[src/rtl/scm_pkg.sv]
// ----------------------------------------------------------------------------
// scm_pkg
// shared types, constants and helpers for the snapshot compare memory scan
// ----------------------------------------------------------------------------
package scm_pkg;

    localparam int SNAPSHOT_BYTES = 65536;
    localparam int LANES          = 8;
    localparam int LANE_W         = $clog2(LANES);
    localparam int LANE_DEPTH     = SNAPSHOT_BYTES / LANES;
    localparam int ROW_W          = $clog2(LANE_DEPTH);
    localparam int ADDR_W         = 16;
    localparam int VALUE_W        = 64;
    localparam int COUNT_W        = 17;
    localparam int PADDR_W        = 5;
    localparam int PDATA_W        = 32;

    localparam logic [COUNT_W-1:0] COUNT_MAX = {COUNT_W{1'b1}};

    // register indexes on the configuration port
    localparam logic [2:0] REG_SIZE_CODE      = 3'd0;
    localparam logic [2:0] REG_IS_UNSIGNED    = 3'd1;
    localparam logic [2:0] REG_RELATION       = 3'd2;
    localparam logic [2:0] REG_USE_CONSTANT   = 3'd3;
    localparam logic [2:0] REG_CONSTANT_VALUE = 3'd4;

    // window widths
    localparam logic [1:0] SIZE_1 = 2'd0;
    localparam logic [1:0] SIZE_2 = 2'd1;
    localparam logic [1:0] SIZE_4 = 2'd2;
    localparam logic [1:0] SIZE_8 = 2'd3;

    typedef enum logic [2:0] {
        REL_EQ = 3'd0,
        REL_GT = 3'd1,
        REL_LT = 3'd2,
        REL_GE = 3'd3,
        REL_LE = 3'd4,
        REL_NE = 3'd5
    } rel_t;

    typedef struct packed {
        logic [1:0]         size_code;
        logic               is_unsigned;
        logic [2:0]         relation;
        logic               use_constant;
        logic signed [31:0] constant_value;
    } cfg_t;

    function automatic logic [VALUE_W-1:0] window_mask(input logic [1:0] size_code);
        logic [VALUE_W-1:0] m;
        unique case (size_code)
            SIZE_1:  m = 64'h0000_0000_0000_00FF;
            SIZE_2:  m = 64'h0000_0000_0000_FFFF;
            SIZE_4:  m = 64'h0000_0000_FFFF_FFFF;
            SIZE_8:  m = 64'hFFFF_FFFF_FFFF_FFFF;
            default: m = 64'hFFFF_FFFF_FFFF_FFFF;
        endcase
        return m;
    endfunction

    // maps a window value to a key whose unsigned order is the chosen order
    function automatic logic [VALUE_W-1:0] order_key(input logic [VALUE_W-1:0] v,
                                                     input logic [1:0] size_code,
                                                     input logic is_unsigned);
        logic [VALUE_W-1:0] m;
        logic [VALUE_W-1:0] sign;
        m    = window_mask(size_code);
        sign = m ^ (m >> 1);
        return is_unsigned ? (v & m) : ((v & m) ^ sign);
    endfunction

endpackage

[src/rtl/scm_regs.sv]
// ----------------------------------------------------------------------------
// scm_regs
// configuration register file behind the apb-style port
// ----------------------------------------------------------------------------
module scm_regs (
    input  logic                         clk,
    input  logic                         rst_n,
    input  logic                         psel,
    input  logic                         penable,
    input  logic                         pwrite,
    input  logic [scm_pkg::PADDR_W-1:0]  paddr,
    input  logic [scm_pkg::PDATA_W-1:0]  pwdata,
    output logic [scm_pkg::PDATA_W-1:0]  prdata,
    output scm_pkg::cfg_t                cfg
);

    scm_pkg::cfg_t cfg_reg;
    logic          wr_en;
    logic [2:0]    reg_idx;

    assign wr_en   = psel && penable && pwrite;
    assign reg_idx = paddr[4:2];

    always_ff @(posedge clk or negedge rst_n)
    begin
        if (!rst_n)
        begin
            cfg_reg <= '0;
        end
        else if (wr_en)
        begin
            unique case (reg_idx)
                scm_pkg::REG_SIZE_CODE:      cfg_reg.size_code      <= pwdata[1:0];
                scm_pkg::REG_IS_UNSIGNED:    cfg_reg.is_unsigned    <= pwdata[0];
                scm_pkg::REG_RELATION:       cfg_reg.relation       <= pwdata[2:0];
                scm_pkg::REG_USE_CONSTANT:   cfg_reg.use_constant   <= pwdata[0];
                scm_pkg::REG_CONSTANT_VALUE: cfg_reg.constant_value <= pwdata;
                default:                     cfg_reg                <= cfg_reg;
            endcase
        end
    end

    always_comb
    begin
        unique case (reg_idx)
            scm_pkg::REG_SIZE_CODE:      prdata = {30'd0, cfg_reg.size_code};
            scm_pkg::REG_IS_UNSIGNED:    prdata = {31'd0, cfg_reg.is_unsigned};
            scm_pkg::REG_RELATION:       prdata = {29'd0, cfg_reg.relation};
            scm_pkg::REG_USE_CONSTANT:   prdata = {31'd0, cfg_reg.use_constant};
            scm_pkg::REG_CONSTANT_VALUE: prdata = cfg_reg.constant_value;
            default:                     prdata = '0;
        endcase
    end

    assign cfg = cfg_reg;

endmodule

[config.mk]
export PLATFORM = sky130hd
export DESIGN_NAME = scm_regs
export DESIGN_NICKNAME = d
export VERILOG_FILES = /design/src/rtl/scm_pkg.sv /design/src/rtl/scm_regs.sv
export SDC_FILE = /design/constraint.sdc
export NUM_CORES = 1
export LEC_CHECK = 0
export BUFFER_PORTS_ARGS = -buffer_cell sky130_fd_sc_hd__buf_2
export CORE_MARGIN = 4
export CORE_UTILIZATION = 42
export DETAILED_ROUTE_END_ITERATION = 6
export PLACE_DENSITY = 0.79
export SLEW_MARGIN = 20
export SYNTH_ARGS = -nofsm -noshare
export SYNTH_HDL_FRONTEND = slang
export SYNTH_SLANG_ARGS = --single-unit
[constraint.sdc]
create_clock -name clk -period 1.2 [get_ports clk]
set_input_delay 0.06 -clock clk [delete_from_list [all_inputs] [get_ports clk]]
set_output_delay 0.06 -clock clk [all_outputs]
set_load 0.02 [all_outputs]
==> results.sh <==
export IMPL_synth_ff_type="dfrtp_1"
export IMPL_syn_to_final_growth_pct=60.2
export IMPL_violations="setup timing"
export IMPL_maxSlewViolCount=0
export IMPL_design_area_um2=2900
export IMPL_ys_seq_elements=39
export IMPL_netlist_top_cells_area="dfrtp_1 54%, mux2_2 22%, and2_1 10%, mux2_4 2.5%, buf_4 1.2%"
export IMPL_nNetsFinal=325
export IMPL_async_flop_share=1.00
export IMPL_clk_pin_slew_worst_paths_ns=0.07
export IMPL_layout_setup_ws_ns=-0.373
export IMPL_critical_path_class="register to output port"
export IMPL_drive_above_1_share=0.651
export IMPL_cp_start_kind="register"
export IMPL_yosys_area_top_type="dfrtp_1"
export IMPL_fin_hold_ws_ns=0.00830
export IMPL_fin_skew_ns=0
export IMPL_top_layer="met4"
export IMPL_syn_inst=134
export IMPL_dieHeight_um=73.6
export IMPL_syn_area_per_cell_um2=13.5
export IMPL_slowest_delay_ns=0.46
export IMPL_grt_pass1_vias=1606
export IMPL_synth_top_family_by_area="multiplexers"
export IMPL_grt_pass1_wl_um=7560
export IMPL_cts_buffer_depth=2
export IMPL_synth_area_um2=1810
export IMPL_core_area_um2=4090
export IMPL_clockRootBuffer="clkbuf_8"
export IMPL_status="complete, but fails checks"
export IMPL_htreeDepth=2
export IMPL_setup_viol=2
export IMPL_dr_first_iter_drc_count=45
export IMPL_finalSetupTns_ns=-0.417
export IMPL_antenna_cells=0
export IMPL_synth_fa_ha_area_frac=0
export IMPL_vdd_ir_drop_worst_mv=0.896
export IMPL_final_cells=334
export IMPL_die_width_um=73.6
export IMPL_overflow=0
export IMPL_synthesis_nets=176
export IMPL_muxShareOfSynthArea=0.268
export IMPL_cap_violations=0
export IMPL_std_cell_rows=23
export IMPL_hold_violations=0
export IMPL_wire_per_inst_um=14.7
export IMPL_initial_core_util=0.442
export IMPL_numCtsBuffers=5
export IMPL_path_cells="mux4_2 > a22o_4 > buf_6"
export IMPL_wl_met3_um=340
export IMPL_synth_seq_area_share=0.540
export IMPL_placed_area_um2=2520
export IMPL_ant_nets=0
export IMPL_drtPass1Iterations=4
export IMPL_fin_crit_sh=1.31
export IMPL_required_ns=1.14
export IMPL_vias=1596
export IMPL_synth_top_area_frac=0.540
export IMPL_die_area_um2=5420
export IMPL_synth_xor_area_share=0
export IMPL_drt_total_wl_um=4910
export IMPL_rsz0062_at_grt="true"
export IMPL_p_leak_nw=1.59
export IMPL_grt_usage=0.184
export IMPL_drc=0
export IMPL_cp_slowest_cell="mux4_2"
export IMPL_gp_congestion=0.867
export IMPL_synthSimpleGateAreaFrac=0.158
export IMPL_worstPathArrival_ns=1.51
export IMPL_portBuffers=110
export IMPL_worstPathMaxFanout=2
export IMPL_power_density_nw_per_um2=1430
export IMPL_ios=113
export IMPL_ys_types=23
export IMPL_worst_pin_slew_ns=0.407
export IMPL_fmax_mhz=636
export IMPL_tritoncts="yes"
export IMPL_postLayoutCoreUtil=0.709
export IMPL_fillerInstances=304
export IMPL_slew_headroom=0.729
export IMPL_routed_via_density=4.78
export IMPL_largest_reg_flops=39
export IMPL_wirelength_met1_um=1970
export IMPL_yosysWarnings=0
export IMPL_synth_compound_gate_area_share=0.0104
export IMPL_place_hpwl_um=3570
export IMPL_min_period_ns=1.57
export IMPL_grt_max_degree=24
export IMPL_synth_edff_count=0
export IMPL_dp_cells=302
export IMPL_wl_met2_um=2510
export IMPL_critPathCaptureType="output port"
export IMPL_cts_sinks=39
export IMPL_antenna_found_initial=0
export IMPL_clkLatencyLatePin_ns=0.28
export IMPL_hold_class="input port to register"
-- cell usage in the layout (no fill, tap or decap), types with 2 or more instances in the layout --
cell           netlist  layout
mux2_1               2       2
buf_4                3      17
dfrtp_2              0       3
dfrtp_1             39      36
dlygate4sd3_1        0      22
mux2_4               3       4
mux2_2              35      34
and2_1              29      29
nand2_1              4       3
a21oi_2              0       2
clkbuf_8             0       5
buf_6                0       2
buf_2                1     107
-- per-stage QoR --
step	total power, mW	worst slack, ns
global route	4.37	-0.407
detailed placement	3.01	-0.122
CTS	4.17	-0.387
finish	4.14	-0.373
floorplan	2.46	-0.0261
global placement	2.97	-0.0935
-- cells in the mapped netlist (2+ instances only) --
cell / count
mux2_4: 3
buf_4: 3
mux2_2: 35
dfrtp_1: 39
nand2_1: 4
and2_1: 29
clkbuf_1: 3
mux2_1: 2
a21oi_1: 2
-- per-layer routing --
metal	global-route usage	up-vias
met1	0.229	761
met2	0.308	69
met5	0	-
met3	0.0356	7
met4	0.0845	0
li1	-	759
-- power breakdown --
group | total [mW] | switching [mW] | internal, mW | leakage [nW]
combinational | 1.34 | 0.709 | 0.627 | 1.03
sequential | 1.74 | 0.167 | 1.57 | 0.495
clock | 1.06 | 0.446 | 0.619 | 0.0581
-- worst paths after layout --
kind / start / to / slack, ns / depth (start not counted)
min in group asynchronous: rst_n / cfg[7]$_DFFE_PN0P_ / 0.22 / 2
setup reg to reg: cfg[33]$_DFFE_PN0P_ / cfg[33]$_DFFE_PN0P_ / 0.29 / 2
hold / removal: pwdata[19] / cfg[19]$_DFFE_PN0P_ / 0.008 / 2
setup / recovery: cfg[33]$_DFFE_PN0P_ / prdata[0] / -0.37 / 3
max in group asynchronous: rst_n / cfg[33]$_DFFE_PN0P_ / 0.50 / 3
hold reg to reg: cfg[26]$_DFFE_PN0P_ / cfg[26]$_DFFE_PN0P_ / 0.52 / 1
-- critical path, delay by kind of cell, from the launching register on --
| family | cells | cell delay [ns] |
|---|---|---|
| compound gates | 1 | 0.23 |
| mux | 1 | 0.46 |
| buf+inv | 1 | 0.13 |
| flops | 1 | 0.41 |
-- timing repair --
item                                    in CTS  in global routing
endpoints found under the hold margin       33                  4
setup buffers                                2                  0
gates resized for setup                      6                  3
endpoints found under the setup margin       2                  3
pin swaps                                    1                  0
hold buffers                                18                  4
-- kinds of logic after synthesis --
| logic type | Yosys count |
|---|---|
| mux | 41 |
| buf+inv | 8 |
| simple gates | 43 |
| flops | 39 |
| compound gates | 3 |
-- area by class of cell --
class	instances	area, um2	share of cell area
sequential	39	980	0.338
tap	50	62.6	0.0216
clock buffer	5	68.8	0.0238
multi-input combinational	87	812	0.280
inverter	1	3.75	0.00130
timing repair buffer	149	926	0.320
clock inverter	3	43.8	0.0151
Note: power is estimated with default switching activity, not from simulation.
